--- src/rtl/l3d_pkg.sv ---
// shared constants, types and codes for the 3d colour table mapper
`timescale 1ns / 1ps
package l3d_pkg;

  // lattice and fixed point format
  localparam int MAX_GRID    = 33;
  localparam int FRAC_BITS   = 16;
  localparam int TABLE_DEPTH = MAX_GRID * MAX_GRID * MAX_GRID;
  localparam int IDX_W       = $clog2(TABLE_DEPTH);
  localparam int GRID_W      = 6;
  localparam int SQ_W        = $clog2(MAX_GRID * MAX_GRID + 1);
  localparam int CELL_W      = $clog2(MAX_GRID - 1);
  localparam int CH_W        = FRAC_BITS + 1;
  localparam int PIX_W       = 18;
  localparam int ENTRY_W     = 3 * CH_W;
  localparam int CORNERS     = 8;
  localparam int QUEUE_DEPTH = 4;

  localparam logic [CH_W-1:0] ONE_FX = CH_W'(1) << FRAC_BITS;

  // item codes
  typedef enum logic {
    OP_WRITE = 1'b0,
    OP_MAP   = 1'b1
  } op_t;

  // one item between the front and back parts
  typedef struct packed {
    op_t               op;
    logic [IDX_W-1:0]  addr;
    logic [ENTRY_W-1:0] data;
    logic [CH_W-1:0]   fx;
    logic [CH_W-1:0]   fy;
    logic [CH_W-1:0]   fz;
  } q_item_t;

endpackage

--- src/rtl/l3d_queue.sv ---
// short queue between the front and back parts
`timescale 1ns / 1ps
module l3d_queue (
  input  logic             clk,
  input  logic             rst,
  input  logic             push,
  input  l3d_pkg::q_item_t push_item,
  output logic             full,
  input  logic             pop,
  output logic             empty,
  output l3d_pkg::q_item_t head
);
  import l3d_pkg::*;

  localparam int PTR_W = $clog2(QUEUE_DEPTH);

  q_item_t            store [QUEUE_DEPTH];
  logic [PTR_W-1:0]   wr_ptr;
  logic [PTR_W-1:0]   rd_ptr;
  logic [PTR_W:0]     count;

  assign full  = (count == (PTR_W+1)'(QUEUE_DEPTH));
  assign empty = (count == '0);
  assign head  = store[rd_ptr];

  // pointers and fill count
  always_ff @(posedge clk) begin
    if (rst) begin
      wr_ptr <= '0;
      rd_ptr <= '0;
      count  <= '0;
    end else begin
      if (push) wr_ptr <= wr_ptr + PTR_W'(1);
      if (pop)  rd_ptr <= rd_ptr + PTR_W'(1);
      count <= count + (PTR_W+1)'(push) - (PTR_W+1)'(pop);
    end
  end

  // item storage
  always_ff @(posedge clk) begin
    if (push) store[wr_ptr] <= push_item;
  end

endmodule

--- config.mk ---
export PLATFORM = sky130hd
export DESIGN_NAME = l3d_queue
export DESIGN_NICKNAME = d
export VERILOG_FILES = /design/src/rtl/l3d_pkg.sv /design/src/rtl/l3d_queue.sv
export SDC_FILE = /design/constraint.sdc
export NUM_CORES = 1
export LEC_CHECK = 0
export BUFFER_PORTS_ARGS = -buffer_cell sky130_fd_sc_hd__buf_2
export CAP_MARGIN = 20
export CORE_ASPECT_RATIO = 1.25
export CORE_MARGIN = 5
export CORE_UTILIZATION = 57
export CTS_CLUSTER_SIZE = 25
export DETAILED_ROUTE_END_ITERATION = 7
export PLACE_DENSITY_LB_ADDON = 0.15
export SYNTH_ARGS = -nofsm -noshare
export SYNTH_HDL_FRONTEND = slang
export SYNTH_SLANG_ARGS = --single-unit
--- constraint.sdc ---
create_clock -name clk -period 4.8 [get_ports clk]
set_input_delay 0 -clock clk [delete_from_list [all_inputs] [get_ports clk]]
set_output_delay 0 -clock clk [all_outputs]
set_load 0.02 [all_outputs]
==> impl_metrics.env <==
export IMPL_relSlewSlack_pct=27.24
export IMPL_clk_pin_slew_worst_paths_ns=0.06
export IMPL_ys_warn_count=0
export IMPL_ir_drop_uv=410.4
export IMPL_leakagePower_nw=7.428
export IMPL_seq_area_frac_synth_pct=81.72
export IMPL_synth_top_area_share_pct=80.71
export IMPL_crit_chain="buf_4, mux4_2, buf_2"
export IMPL_min_period_ns=2.764
export IMPL_critPathKind="flop to output port"
export IMPL_nFillCells=1884
export IMPL_die_w_um=167.7
export IMPL_power_density_nw_per_um2=421.2
export IMPL_cts_made_buffers=45
export IMPL_finalHoldViolCount=0
export IMPL_timing_hold_ws_ns=0.1881
export IMPL_clockRootBuffer="clkbuf_16"
export IMPL_yosysTopAreaCell="edfxtp_1"
export IMPL_diodes=0
export IMPL_fp_row_count=72
export IMPL_io_pins=244
export IMPL_grt_setup_unrepaired="no"
export IMPL_cap_violations=0
export IMPL_critPathMaxFanout=71
export IMPL_clock_latency_ns=0.56
export IMPL_fin_nets=1193
export IMPL_cts_tree="built"
export IMPL_hold_class="primary input to flop"
export IMPL_routed_wl_mm=34.57
export IMPL_synthesis_nets=793
export IMPL_design_area_sq_um=21850
export IMPL_placed_cells=1299
export IMPL_cts_max_level=2
export IMPL_routedWlPerCell_um=22.97
export IMPL_worstPathArrival_ns=2.76
export IMPL_clk_path_buf_depth=3
export IMPL_synth_area_leaders="edfxtp_1 81%, mux4_2 15%, buf_12 1.1%"
export IMPL_drt_iter0_markers=672
export IMPL_initial_core_util_pct=57.48
export IMPL_grt_start_max_net_pins=72
export IMPL_grt_pass1_vias=9173
export IMPL_synth_seq_cells=485
export IMPL_cp_num_buf_inv=2
export IMPL_synthCells=663
export IMPL_cts_resized_gates=0
export IMPL_drtAntennaViolNets=0
export IMPL_worst_slew_pin_transition_ns=1.091
export IMPL_drt_pre_antenna_iters=5
export IMPL_postSynthAreaPerCell_sq_um=26.71
export IMPL_drc=0
export IMPL_regArea_sq_um=14480
export IMPL_slowest_stage="dfxtp_4"
export IMPL_finalPower_mw=9.202
export IMPL_final_common_cell="edfxtp_1"
export IMPL_port_buffers=243
export IMPL_drive_gt1_share_pct=40.16
export IMPL_die_area_sq_um=34720
export IMPL_avgViaCountPerCell=5.559
export IMPL_clock_skew_final_ns=0.02680
export IMPL_ys_types=21
export IMPL_track_usage_pct=20.02
export IMPL_grt_ovfl_total=0
export IMPL_multi_input_area_sq_um=2927
export IMPL_cp_top_family="flip-flops"
export IMPL_status="finished clean"
export IMPL_critical_path_max_stage_delay_ns=1.05
export IMPL_layout_common_cells="476 x edfxtp_1, 243 x buf_2, 123 x dlygate4sd3_1, 119 x mux4_2, 45 x clkbuf_16"
export IMPL_place_congestion=0.7311
export IMPL_cts_hold_buf=123
export IMPL_endpoint_kind="output port"
export IMPL_startpoint_type="flop"
export IMPL_period_share_pct=57.59
export IMPL_tns_ns=0
export IMPL_postCtsSetupBuffers=0
export IMPL_max_freq_mhz=361.7
export IMPL_cts_sinks=485
export IMPL_area_growth_pct=23.35
export IMPL_num_vias=8366
export IMPL_dp_hpwl_mm=20.85
export IMPL_finalSetupViolations=0
export IMPL_grt_pass1_wl_mm=53.19
export IMPL_syn_cell_area_sq_um=17710
export IMPL_slew_violations=0
export IMPL_placed_area_sq_um=19260
export IMPL_instances_no_fill=1505
export IMPL_antenna_found_initial=2
export IMPL_critical_path_required_ns=4.80
export IMPL_die_h_um=207.1
export IMPL_core_area_sq_um=30810
## worst register-to-register path, stage by stage (launching register included)
cell,delay (ns)
dfxtp_1,0.35
inv_1,0.11
ha_1,0.16
and2_4,0.86
buf_4,0.56
## cells by family after synthesis
family	synth area share, %
compound gates	0.08475
xor+xnor	0.2331
fa+ha+maj	0.5369
buf+inv	1.809
flops	81.72
mux	15.19
simple gates	0.4239
## synthesized netlist by cell type
master    number
a21bo_2        1
a21oi_1        1
and2_1         4
and3_1         1
buf_12        10
buf_2         12
buf_6          3
clkbuf_1       1
dfxtp_1        9
edfxtp_1     476
fa_1           1
ha_1           6
inv_1          6
mux2i_1        1
mux4_2       119
nand3b_1       1
nor2_1         5
nor2b_1        2
nor3_1         1
xnor2_1        2
xor3_1         1
## power breakdown
group	switching (mW)	internal, mW
sequential	0.0777	4.87
combinational	0.592	0.466
clock	1.44	1.76
total	2.11	7.09
## registers in the layout (all words and copies together), names as in the netlist, named ones only
register / cells
store: 476
rd_ptr: 2
wr_ptr: 2
count: 3
## final cells by class
type / instances / area share, %
Sequential cell: 485 / 66.29
Multi-Input combinational cell: 146 / 13.40
Timing Repair Buffer: 379 / 11.80
Clock buffer: 60 / 5.458
Tap cell: 407 / 2.331
Clock inverter: 22 / 0.6243
Inverter: 6 / 0.1031
## per-stage QoR
step,setup WS [ns],util (%)
2_1_floorplan,1.030,-
3_3_place_gp,2.339,62.51
5_1_grt,1.828,70.91
4_1_cts,1.744,70.82
3_5_place_dp,2.334,62.51
6_report,2.036,70.91
## layer usage
layer / wire length [um] / vias up / global-route usage [%]
li1: - / 3661 / -
met1: 13380 / 4353 / 26.12
met2: 18360 / 297 / 34.87
met3: 2078 / 51 / 4.081
met4: 721 / 4 / 5.347
met5: 25 / - / 0
## final timing paths
check | slack, ns | start | cells after the start | end
worst max-delay path | 2.04 | flop | 3 | head[7]
worst min-delay path | 0.19 | push_item[88] | 2 | store[3][88]
worst max register to register | 2.40 | wr_ptr[0] | 4 | store[0][24]
worst min register to register | 0.54 | rd_ptr[1] | 2 | flop
Note: power is estimated with default switching activity, not from simulation.
