`src/rtl/l3d_pkg.sv`:
```
// shared constants, types and codes for the 3d colour table mapper
`timescale 1ns / 1ps
package l3d_pkg;

  // lattice and fixed point format
  localparam int MAX_GRID    = 33;
  localparam int FRAC_BITS   = 16;
  localparam int TABLE_DEPTH = MAX_GRID * MAX_GRID * MAX_GRID;
  localparam int IDX_W       = $clog2(TABLE_DEPTH);
  localparam int GRID_W      = 6;
  localparam int SQ_W        = $clog2(MAX_GRID * MAX_GRID + 1);
  localparam int CELL_W      = $clog2(MAX_GRID - 1);
  localparam int CH_W        = FRAC_BITS + 1;
  localparam int PIX_W       = 18;
  localparam int ENTRY_W     = 3 * CH_W;
  localparam int CORNERS     = 8;
  localparam int QUEUE_DEPTH = 4;

  localparam logic [CH_W-1:0] ONE_FX = CH_W'(1) << FRAC_BITS;

  // item codes
  typedef enum logic {
    OP_WRITE = 1'b0,
    OP_MAP   = 1'b1
  } op_t;

  // one item between the front and back parts
  typedef struct packed {
    op_t               op;
    logic [IDX_W-1:0]  addr;
    logic [ENTRY_W-1:0] data;
    logic [CH_W-1:0]   fx;
    logic [CH_W-1:0]   fy;
    logic [CH_W-1:0]   fz;
  } q_item_t;

endpackage

```
`src/rtl/l3d_front.sv`:
```
// front part: takes items, splits pixel channels into cells and fractions, forms base index for pixel maps
`timescale 1ns / 1ps
module l3d_front (
  input  logic                          clk,
  input  logic                          rst,
  input  logic                          in_valid,
  output logic                          in_stall,
  input  logic                          operation,
  input  logic [l3d_pkg::IDX_W-1:0]     entry_index,
  input  logic [l3d_pkg::CH_W-1:0]      entry_red,
  input  logic [l3d_pkg::CH_W-1:0]      entry_green,
  input  logic [l3d_pkg::CH_W-1:0]      entry_blue,
  input  logic signed [l3d_pkg::PIX_W-1:0] pixel_red,
  input  logic signed [l3d_pkg::PIX_W-1:0] pixel_green,
  input  logic signed [l3d_pkg::PIX_W-1:0] pixel_blue,
  input  logic [l3d_pkg::GRID_W-1:0]    grid,
  input  logic [l3d_pkg::SQ_W-1:0]      grid_sq,
  input  logic                          q_full,
  output logic                          push,
  output l3d_pkg::q_item_t              push_item
);
  import l3d_pkg::*;

  localparam int X_W = CH_W + GRID_W;

  // clamp one signed channel to [0, 1.0]
  function automatic logic [CH_W-1:0] clamp_ch(input logic signed [PIX_W-1:0] v);
    logic [CH_W-1:0] r;
    if (v[PIX_W-1]) r = '0;
    else if (v > $signed({1'b0, ONE_FX})) r = ONE_FX;
    else r = v[CH_W-1:0];
    return r;
  endfunction

  logic adv;

  // stage 1: clamped and scaled channels
  logic              v1;
  op_t               op1;
  logic [IDX_W-1:0]  idx1;
  logic [ENTRY_W-1:0] data1;
  logic [X_W-1:0]    x1 [3];

  // stage 2: cell index and fraction per axis
  logic              v2;
  op_t               op2;
  logic [IDX_W-1:0]  idx2;
  logic [ENTRY_W-1:0] data2;
  logic [CELL_W-1:0] cell2 [3];
  logic [CH_W-1:0]   frac2 [3];

  // stage 3: linear base index
  logic              v3;
  q_item_t           it3;

  logic [GRID_W-1:0] n_m1;
  logic [GRID_W-1:0] n_m2;
  logic [CH_W-1:0]   clamped [3];
  logic [CELL_W-1:0] cell_next [3];
  logic [CH_W-1:0]   frac_next [3];
  logic [IDX_W-1:0]  base_next;

  assign adv      = !(v3 && q_full);
  assign in_stall = v3 && q_full;
  assign push     = adv && v3;
  assign push_item = it3;

  assign n_m1 = grid - GRID_W'(1);
  assign n_m2 = grid - GRID_W'(2);

  assign clamped[0] = clamp_ch(pixel_red);
  assign clamped[1] = clamp_ch(pixel_green);
  assign clamped[2] = clamp_ch(pixel_blue);

  // cell capped at n-2, remainder as fraction
  always_comb begin
    for (int a = 0; a < 3; a++) begin
      logic [X_W-FRAC_BITS-1:0] raw;
      raw = x1[a][X_W-1:FRAC_BITS];
      if (raw > (X_W-FRAC_BITS)'(n_m2)) cell_next[a] = n_m2[CELL_W-1:0];
      else cell_next[a] = raw[CELL_W-1:0];
      frac_next[a] = CH_W'(x1[a] - (X_W'(cell_next[a]) << FRAC_BITS));
    end
  end

  // base = z*n*n + y*n + x
  assign base_next = IDX_W'(cell2[2] * grid_sq) + IDX_W'(cell2[1] * grid)
                   + IDX_W'(cell2[0]);

  // control pipeline
  always_ff @(posedge clk) begin
    if (rst) begin
      v1 <= 1'b0;
      v2 <= 1'b0;
      v3 <= 1'b0;
    end else if (adv) begin
      v1 <= in_valid;
      v2 <= v1;
      v3 <= v2;
    end
  end

  // payload pipeline
  always_ff @(posedge clk) begin
    if (adv) begin
      op1   <= op_t'(operation);
      idx1  <= entry_index;
      data1 <= {entry_red, entry_green, entry_blue};
      for (int a = 0; a < 3; a++) x1[a] <= X_W'(clamped[a] * n_m1);
      op2   <= op1;
      idx2  <= idx1;
      data2 <= data1;
      cell2 <= cell_next;
      frac2 <= frac_next;
      it3.op   <= op2;
      it3.addr <= (op2 == OP_WRITE) ? idx2 : base_next;
      it3.data <= data2;
      it3.fx   <= frac2[0];
      it3.fy   <= frac2[1];
      it3.fz   <= frac2[2];
    end
  end

endmodule

```
`config.mk`:
```
export PLATFORM = sky130hd
export DESIGN_NAME = l3d_front
export DESIGN_NICKNAME = d
export VERILOG_FILES = /design/src/rtl/l3d_pkg.sv /design/src/rtl/l3d_front.sv
export SDC_FILE = /design/constraint.sdc
export NUM_CORES = 1
export LEC_CHECK = 0
export BUFFER_PORTS_ARGS = -buffer_cell sky130_fd_sc_hd__buf_2
export CORE_ASPECT_RATIO = 0.5
export CORE_MARGIN = 2
export CORE_UTILIZATION = 60
export DETAILED_ROUTE_END_ITERATION = 6
export PLACE_DENSITY = 0.87
export SLEW_MARGIN = 20
export SYNTH_ARGS = -nofsm -noshare
export SYNTH_HDL_FRONTEND = slang
export SYNTH_SLANG_ARGS = --single-unit
```
`constraint.sdc`:
```
create_clock -name clk -period 11.5 [get_ports clk]
set_input_delay 0.575 -clock clk [delete_from_list [all_inputs] [get_ports clk]]
set_output_delay 0.575 -clock clk [all_outputs]
set_load 0.02 [all_outputs]
```
==> run_results.csv, run 1 <==
group,metric,value,unit
status,outcome,"finished clean",
hold_path,hp-class,"in2reg",
setup_path,cp_max_fo,19,
setup_path,end_kind,"flop",
timing,tns,0,ps
clock_tree,max-clock-path-buffers,3,
synth,syn_area,0.0256,mm²
setup_path,startpoint,"grid[0]",
routing,drt_wl_total,50500,µm
setup_path,crit_arrival,6690,ps
synth,synth_most_common_cell,"inv_1",
synth,synthesis.nets,2665,
synth,synth_xor_area_share,2.32,%
synth,muxShareOfSynthArea,0.561,%
layout,multi_input_area,0.0123,mm²
hold_path,min_from,"entry_index[0]",
power,p_int,0.00361,W
global_route,grt.total_usage,23.5,%
layout,area_delta_synth_final,12.3,%
synth,syn-instance-count,2115,
floorplan,ios,264,
timing,finalWorstSetupSlack,5110,ps
global_route,antenna_found_initial,3,
clock_tree,clock_sinks,393,
timing,setup_viol,0,
power,vdd_drop_max,0.219,mV
synth,synth_seq_area_share,45.9,%
power,power_frac_comb,43.0,%
timing,hold_viol_final,0,
clock_tree,cts_tree,"built",
placed_design,portBuffers,263,
synth,synth_top_area_share,45.7,%
floorplan,die_area,0.0445,mm²
placed_design,dp_hpwl,38300,µm
setup_path,rrSetupSlack,5410,ps
global_route,grt_pass1_vias,16700,
power,p_leak,13.5,nW
clock_tree,insertion_delay,550,ps
synth,ys_types,62,
power,p_switching,0.00203,W
clock_tree,cts_resized,0,
timing,fin_crit,6390,ps
synth,ys_ff_latch,393,
routing,vias,15919,
synth,synth-compound-area-share,5.10,%
timing,post-route-period-util,55.6,%
synth,ys_warn_count,0,
setup_path,r2r-start,"cell2[3]",
power,clockPowerShare,21.6,%
timing,fin_skew,17.6,ps
global_route,grt-ovfl-total,0,
routing,post_drt_wl_per_cell,16.9,µm
hold_path,min_to,"idx1[0]",
routing,viasPerCell,5.33,
synth,syn_area_per_cell,12.1,µm²
global_route,grt_pass1_wl,82700,µm
clock_tree,path_clk_slew,60,ps
clock_tree,holdBufCountCts,0,
layout,layout-drive-gt1-share,14.4,%
synth,synthAdderAreaFrac,27.0,%
synth,yosys-top-cells-area,"edfxtp_1 (46%), fa_1 (19%), ha_1 (8.0%)",
clock_tree,cts_made_buffers,37,
placed_design,pre_cts_ws,4840,ps
synth,synth_largest_area_cell,"edfxtp_1",
routing,drcViolationCount,0,
setup_path,critPathKind,"in2reg",
synth,synth_flop_cell,"edfxtp_1",
layout,seq_area,0.0118,mm²
timing,tightest_slew,1140,ps
global_route,grt_max_degree,81,
run,maxCapViolations,0,
synth,synth_edf_count,390,
layout,layout.nets,2931,
synth,synth_commonest_cells,"inv_1 (392), edfxtp_1 (390), and2_1 (310)",
setup_path,r2r-end,"push_item[116]",
synth,yosys.area_share.simple,12.8,%
timing,grt_setup_unrepaired,"false",
floorplan,core,0.0420,mm²
setup_path,worst_r2r_path_depth,18,
routing,drtIter0Drc,1133,
layout,final_util,68.5,%
layout,fillers,2931,
timing,relSlewSlack,23.5,%
hold_path,min_path_cells,1,
placed_design,gp_congestion,0.904,
floorplan,die_h,150,µm
setup_path,start_kind,"input port",
clock_tree,cts_setup_buffers,0,
timing,fmax,156,MHz
clock_tree,cts_max_level,2,
clock_tree,root_buffer,"clkbuf_16",
floorplan,core.rowCount,53,
floorplan,start_util,61.0,%
power,p_total,0.00564,W
synth,synth_top_family_by_area,"adder cells",
synth,postSynth.asyncResetShare,0,%
timing,slew_viol_final,0,
power,seqPwrFrac,35.4,%
power,cellPowerDensity,196,mW/mm²
floorplan,dieWidth,296,µm
setup_path,cp.required,11790,ps
routing,dr.pass1.iters,7,
power,switching_share,36.0,%
routing,ant_nets,0,
-- critical path, cell delays in order --
cell	delay, ps
buf_2	410
inv_1	170
ha_1	270
xnor2_1	140
buf_4	170
nor2_1	730
and2_1	250
fa_1	440
fa_1	560
inv_1	50
fa_1	470
inv_1	50
ha_1	290
a21oi_1	130
o31ai_1	110
o41ai_1	840
o21ai_0	280
o21ai_0	400
o211ai_1	150
xor2_1	160
-- per-layer routing --
layer / wire length (µm) / up-vias / share of wire [%] / GRT usage, %
li1: - / 7451 / - / -
met1: 20300 / 7866 / 40 / 29.4
met2: 25700 / 498 / 51 / 41.8
met3: 2830 / 104 / 5.6 / 4.03
met4: 1560 / 0 / 3.1 / 7.78
met5: 0 / - / 0 / 0
-- metrics by stage --
stage	instances	hold WS, ps	instance area, µm²
floorplan	2115	400	25600
global placement	2919	400	27600
detailed placement	2919	405	27600
CTS	2983	174	28800
global route	2986	180	28800
finish	2987	200	28800
-- worst max path at each step --
stage,to
final,x1[0][18]
after global routing,x1[0][18]
after CTS,x1[0][18]
after detailed placement,x1[0][18]
after global placement,x1[0][18]
after floorplan,v1
-- power by group through the flow --
stage	logic [W]	clock network [W]	registers [W]
after floorplan	0.00170	0	0.00211
after global placement	0.00227	0	0.00201
after detailed placement	0.00242	0	0.00203
after CTS	0.00243	0.00125	0.00200
after global routing	0.00273	0.00130	0.00202
final	0.00242	0.00122	0.00200
-- placed cells by master (no fill, tap or decap), drive strengths merged, types with 3 or more instances in the layout --
master,instances
a211oi,10
a21o,29
a21oi,43
a31oi,7
and2,310
and3,5
buf,269
bufinv,3
clkbuf,45
clkinv,10
dfxtp,3
diode,4
edfxtp,390
fa,244
ha,163
inv,396
mux2,11
nand2,123
nand2b,11
nand3,13
nand4,10
nand4b,5
nor2,70
nor2b,14
nor3,10
nor4,16
o211ai,8
o21a,8
o21ai,52
o21bai,9
o31ai,6
o41ai,3
or3,3
xnor2,40
xor2,28
-- flip-flops by register name, indices dropped and copies added, names as in the netlist, 15 cells and up --
register	cells
idx2	16
data1	51
cell2	15
x1	69
push_item	119
data2	51
idx1	16
frac2	51
-- kinds of logic after synthesis --
family	after synthesis
AOI/OAI and AO/OA	200
xor gates and xnor gates	68
adders and majority gates	407
buffers and inverters	434
DFF	393
muxes	13
and+or+nand+nor	600
-- layout make-up --
class / count / share of cell area, %
Tap cell: 577 / 2.51
Clock buffer: 45 / 3.39
Timing Repair Buffer: 269 / 4.73
Sequential cell: 393 / 40.9
Antenna cell: 4 / 0.0348
Multi-Input combinational cell: 1288 / 42.6
Clock inverter: 19 / 0.773
Inverter: 392 / 5.11
Note: power is estimated with default switching activity, not from simulation.
==> run 2: changes to the inputs <==
--- a/config.mk
+++ b/config.mk
@@ -5,12 +5,13 @@
 export SDC_FILE = /design/constraint.sdc
 export NUM_CORES = 1
 export LEC_CHECK = 0
+export ABC_AREA = 1
 export BUFFER_PORTS_ARGS = -buffer_cell sky130_fd_sc_hd__buf_2
 export CORE_ASPECT_RATIO = 0.5
 export CORE_MARGIN = 2
-export CORE_UTILIZATION = 60
+export CORE_UTILIZATION = 61
 export DETAILED_ROUTE_END_ITERATION = 6
-export PLACE_DENSITY = 0.87
+export PLACE_DENSITY = 0.88
 export SLEW_MARGIN = 20
 export SYNTH_ARGS = -nofsm -noshare
 export SYNTH_HDL_FRONTEND = slang
==> constraint.sdc (replaced) <==
create_clock -name clk -period 6.4 [get_ports clk]
set_input_delay 0.32 -clock clk [delete_from_list [all_inputs] [get_ports clk]]
set_output_delay 0.32 -clock clk [all_outputs]
set_load 0.02 [all_outputs]
==> run 2 against run 1 <==
  * Via count is 19% higher
  * Clock power is 87% higher
  * Area after synthesis is 3.4% higher
  * Die area is 1.7% higher
  * Clock skew is 4.5 ps higher
  * Sequential cell count stayed put
  * Sequential power is 91% higher
  * Critical path type unchanged
  * Critical endpoint is now x1[0][66]
  * Largest cell class unchanged
  * Highest routed layer unchanged
==> run_results.csv, run 2 <==
group,metric,value,unit
clock_tree,path_clk_slew,70,ps
placed_design,gp_congestion,0.938,
routing,met2_length,29200,µm
synth,postSynth.asyncResetShare,0,%
routing,met1_length,23300,µm
layout,fillers,2909,
synth,syn-instance-count,2627,
placed_design,dp.cells,3427,
synth,yosys-top-cells-area,"edfxtp_1 (44%), fa_1 (18%), inv_1 (7.8%)",
clock_tree,clock_sinks,393,
timing,hold_viol_final,0,
synth,synth_most_common_cell,"inv_1",
layout,layout.nets,3507,
routing,dr.pass1.iters,6,
setup_path,worst_r2r_path_depth,17,
hold_path,min_to,"x1[0][46]",
clock_tree,insertion_delay,570,ps
clock_tree,max-clock-path-buffers,3,
timing,slew_viol_final,0,
run,maxCapViolations,0,
routing,drtIter0Drc,1267,
clock_tree,cts_resized,0,
synth,ys_types,43,
hold_path,min_from,"pixel_blue[0]",
setup_path,cp.required,6720,ps
timing,fmax,193,MHz
status,outcome,"finished clean",
setup_path,start_kind,"input port",
clock_tree,cts_max_level,2,
placed_design,portBuffers,263,
timing,grt_setup_unrepaired,"false",
routing,post_drt_wl_per_cell,16.7,µm
timing,finalWorstSetupSlack,1210,ps
setup_path,rrSetupSlack,1370,ps
hold_path,min_path_cells,3,
layout,layout_common_cells,"inv_1 (551), nand2_1 (509), edfxtp_1 (390)",
synth,synth_commonest_cells,"inv_1 (551), nand2_1 (510), edfxtp_1 (390)",
timing,fin_skew,22.1,ps
routing,drt_wl_total,59600,µm
clock_tree,holdBufCountCts,70,
power,p_leak,15.3,nW
routing,viasPerCell,5.31,
synth,syn_area_per_cell,10.1,µm²
placed_design,pre_cts_ws,730,ps
timing,post-route-period-util,81.0,%
global_route,grt_max_degree,165,
setup_path,cp_max_fo,43,
timing,tightest_slew,910,ps
setup_path,r2r-start,"cell2[3]",
routing,maxUsedRoutingLayer,"met4",
synth,ys_warn_count,0,
layout,fin_cells,3568,
synth,synthesis.nets,3177,
routing,drcViolationCount,0,
synth,synth_largest_area_cell,"edfxtp_1",
floorplan,ios,264,
floorplan,die_area,0.0453,mm²
clock_tree,cts_tree,"built",
synth,ys_ff_latch,393,
synth,synth_seq_area_share,44.4,%
floorplan,core.rowCount,53,
timing,relSlewSlack,39.4,%
floorplan,start_util,62.5,%
layout,layout-drive-gt1-share,12.2,%
global_route,grt_pass1_vias,19374,
routing,vias,18957,
synth,synth_top_area_share,44.1,%
setup_path,end_kind,"flop",
timing,fin_crit,5190,ps
clock_tree,root_buffer,"clkbuf_16",
setup_path,critPathKind,"in2reg",
timing,holdWs,233,ps
layout,area_delta_synth_final,14.4,%
global_route,grt-ovfl-total,0,
global_route,grt_pass1_wl,96900,µm
synth,synth_edf_count,390,
layout,largest_reg_flops,119,
routing,route.met3.wl,4620,µm
synth,syn_area,0.0265,mm²
synth,synth_flop_cell,"edfxtp_1",
global_route,antenna_found_initial,7,
setup_path,r2r-end,"push_item[117]",
clock_tree,cts_made_buffers,35,
floorplan,dieWidth,299,µm
placed_design,dp_hpwl,44100,µm
global_route,grt.total_usage,27.2,%
routing,ant_nets,0,
floorplan,core,0.0424,mm²
power,vdd_drop_max,0.785,mV
timing,setup_viol,0,
timing,tns,0,ps
floorplan,die_h,151,µm
layout,final_util,71.5,%
power,cellPowerDensity,409,mW/mm²
setup_path,crit_arrival,5510,ps
layout,layout_commonest_cell,"inv_1",
clock_tree,cts_setup_buffers,0,
hold_path,hp-class,"in2reg",
## run 2: cell count changes after synthesis, sizes merged, moves of 20 or more
cell	previous run	this run
inv	392	555
nand3	13	123
buf	2	30
and2	310	5
xnor2	40	13
nor2	70	380
clkbuf	40	20
nand2	123	511
a21oi	43	64
a21o	29	6
## run 2: critical path: stages
cell and delay [ps]:
buf_2 230, inv_1 140, ha_1 260, xnor2_2 380
nand2_1 100, o21a_1 300, inv_2 680, nor2_1 180
fa_1 540, fa_1 490, inv_1 50, fa_1 470
inv_1 40, ha_1 350, nand2_1 110, nor2_1 280
nand3_1 160, nand3_1 160, nand2_1 100, nand3_1 90
nand2_1 60
## run 2: worst max-delay path by stage
stage,startpoint,endpoint,slack [ps]
3_5_place_dp,grid[1],x1[0][66],730
3_3_place_gp,grid[1],x1[0][66],880
2_1_floorplan,grid[0],push_item[117],1510
4_1_cts,grid[1],x1[0][66],1310
5_1_grt,grid[1],x1[0][66],880
6_report,grid[1],x1[0][66],1210
## run 2: area by class of cell
| type | instances | area (µm²) | share of cell area [%] |
|---|---|---|---|
| multi-input cells | 1629 | 12500 | 41.0 |
| well taps | 577 | 722 | 2.38 |
| repair buffers | 343 | 2100 | 6.93 |
| clock inverters | 14 | 241 | 0.795 |
| inverters | 555 | 2080 | 6.86 |
| diodes | 7 | 17.5 | 0.0577 |
| flip-flops and latches | 393 | 11800 | 38.8 |
| clock buffers | 50 | 962 | 3.17 |
## run 2: layer usage
metal	vias up	GRT usage, %
met3	150	5.33
met1	9122	34.3
met4	0	11.3
met5	-	0
li1	8881	-
met2	804	46.7
## run 2: stage by stage
step / area, µm² / total power (W)
floorplan: 26500 / 0.00843
global placement: 28400 / 0.00976
detailed placement: 28400 / 0.0101
CTS: 30300 / 0.0124
global route: 30400 / 0.0135
finish: 30400 / 0.0124
## run 2: cell families (layout without fill, tap and decap cells)
logic type	after synthesis	after routing	synth area share [%]
AOI/OAI and AO/OA	116	116	2.39
xor gates and xnor gates	39	39	1.34
adders and majority gates	407	407	26.1
buffers and inverters	605	962	8.81
DFF	393	393	44.4
other	0	7	0
and+or+nand+nor	1067	1067	17.0
## run 2: power breakdown
group          switching [W]  internal [W]  leakage (nW)  total [W]
Clock                0.00101       0.00128         0.579    0.00228
Sequential          0.000255       0.00356          4.26    0.00382
Combinational        0.00397       0.00235          10.4    0.00632
==> run 3: changes to the inputs <==
==> constraint.sdc (replaced) <==
create_clock -name clk -period 5.1 [get_ports clk]
set_input_delay 0.255 -clock clk [delete_from_list [all_inputs] [get_ports clk]]
set_output_delay 0.255 -clock clk [all_outputs]
set_load 0.02 [all_outputs]
==> run 3 against run 2 <==
  * Core utilization is 0.45 points higher
  * Power up 26%
  * Wire length up 2.4%
  * Clock skew is 24 ps higher
  * Global-route usage up 0.62 points
  * Register-to-register slack worse by 1100 ps
  * Via count up 0.62%
  * Cell count rose by 0.53%
  * Critical path depth fell by 4
==> run_results.csv, run 3 (same netlist as run 2, synthesis figures left out) <==
group,metric,value,unit
status,outcome,"finished clean",
run,maxCapViolations,0,
layout,area_delta_synth_final,15.2,%
clock_tree,clock_sinks,393,
setup_path,cp.required,5400,ps
setup_path,crit_path_frequent_cell,"fa_1",
timing,tightest_slew,1010,ps
layout,fin_area,0.0305,mm²
placed_design,dp_hpwl,44600,µm
clock_tree,cts_tree,"built",
routing,drcViolationCount,0,
placed_design,dp.cells,3439,
global_route,antenna_found_initial,3,
clock_tree,path_clk_slew,70,ps
hold_path,hp-class,"in2reg",
setup_path,startpoint,"cell2[3]",
clock_tree,max-clock-path-buffers,3,
routing,drtIter0Drc,1605,
global_route,grt_pass1_wl,98700,µm
power,p_leak,15.4,nW
global_route,grt.total_usage,27.8,%
global_route,grt-ovfl-total,0,
floorplan,die_h,151,µm
layout,fillers,2956,
power,power_frac_comb,52.6,%
clock_tree,cts_made_buffers,36,
timing,setup_viol,0,
placed_design,portBuffers,263,
layout,largest_reg_flops,119,
timing,holdWs,165,ps
timing,fin_skew,46.1,ps
layout,layout_common_cells,"inv_1 (551), nand2_1 (509), edfxtp_1 (390)",
setup_path,worstPathCellList,"nand2_1 > fa_1 > inv_1 > fa_1 > inv_1 > fa_1 > fa_1 > inv_1 > fa_1 > ha_1 > or2_2 > nand3_1 > nand2_1 > nand2_1 > nand3_1 > nand3_1 > nand2_1",
global_route,grt_max_degree,125,
timing,fmax,208,MHz
setup_path,critPathKind,"reg2reg",
setup_path,crit_arrival,5120,ps
routing,dr.pass1.iters,5,
layout,fin_cells,3587,
global_route,grt_pass1_vias,19212,
setup_path,cpPeakStageDelay,560,ps
routing,drt_wl_total,61000,µm
clock_tree,root_buffer,"clkbuf_16",
power,switching_share,42.5,%
setup_path,cp_max_fo,6,
power,cellPowerDensity,514,mW/mm²
timing,fin_crit,4810,ps
timing,hold_viol_final,0,
power,p_int,0.00903,W
floorplan,core.rowCount,53,
routing,ant_nets,0,
floorplan,core,0.0424,mm²
floorplan,start_util,62.5,%
power,p_switching,0.00667,W
clock_tree,cts_max_level,2,
placed_design,gp_congestion,0.932,
power,clockPowerShare,17.1,%
power,vdd_drop_max,1.13,mV
routing,vias,19074,
setup_path,rrSetupSlack,290,ps
placed_design,dpl_cell_area,0.0286,mm²
setup_path,cp_slowest_cell,"fa_1",
power,seqPwrFrac,30.3,%
hold_path,min_from,"pixel_blue[0]",
clock_tree,insertion_delay,580,ps
floorplan,dieWidth,299,µm
timing,relSlewSlack,32.5,%
floorplan,die_area,0.0453,mm²
routing,viasPerCell,5.32,
setup_path,r2r-start,"cell2[3]",
setup_path,end_kind,"flop",
timing,post-route-period-util,94.4,%
layout,layout_commonest_cell,"inv_1",
routing,post_drt_wl_per_cell,17.0,µm
floorplan,ios,264,
timing,slew_viol_final,0,
layout,layout.nets,3532,
setup_path,start_kind,"flop",
layout,layout-drive-gt1-share,12.9,%
## run 3: cell types whose count changed in the layout (fill, tap and decap cells not counted), moves of 3 or more
| cell | before | now |
|---|---|---|
| buf_4 | 9 | 26 |
| buf_12 | 1 | 8 |
| clkinv_1 | 0 | 4 |
| diode_2 | 7 | 3 |
| bufinv_16 | 5 | 2 |
| clkbuf_1 | 12 | 9 |
| clkbuf_8 | 3 | 0 |
## run 3: final timing paths
path,endpoint,cells past startpoint
worst max register to register,push_item[117],17
worst min-delay path,x1[0][46],3
worst max-delay path,push_item[117],17
worst min register to register,push_item[32],0
## run 3: stage by stage
stage               TNS [ps]  worst slack (ps)  util, %  total power, W
floorplan                  0               278        -          0.0106
global placement           0               186     67.4          0.0124
detailed placement         0              54.3     67.4          0.0127
CTS                        0               148     71.7          0.0154
global route           -4.25             -4.25     72.0          0.0171
finish                     0               288     72.0          0.0157
## run 3: critical path, delay by kind of cell (launching register included)
| kind | cells | cell delay [ps] |
|---|---|---|
| DFF | 1 | 500 |
| and+or+nand+nor | 8 | 990 |
| adders and majority gates | 6 | 2900 |
| buffers and inverters | 3 | 160 |
## run 3: layer usage
layer / GRT usage, % / wire length (µm)
met2: 47.3 / 29600
met1: 36.7 / 24600
met4: 9.55 / 2120
met3: 4.86 / 4640
met5: 0 / 0
## run 3: power by group through the flow
stage	Clock (W)	Combinational [W]	Sequential [W]
finish	0.00269	0.00826	0.00475
global route	0.00286	0.00938	0.00482
CTS	0.00272	0.00793	0.00478
detailed placement	0	0.00783	0.00484
global placement	0	0.00757	0.00481
floorplan	0	0.00556	0.00502
## run 3: layout make-up
type	count	area, µm²	share of cell area (%)
diodes	3	7.51	0.0246
inverters	555	2080	6.82
clock inverters	18	189	0.618
clock buffers	45	935	3.06
multi-input cells	1629	12500	40.8
repair buffers	367	2370	7.77
flip-flops and latches	393	11800	38.5
well taps	577	722	2.36
## run 3: timing repair
| item | CTS | global route |
|---|---|---|
| endpoints found under the hold margin | 71 | 0 |
| hold buffers | 70 | 0 |
| setup buffers | 0 | 12 |
| setup endpoints to repair | 0 | 6 |
| gates resized for setup | 0 | 2 |
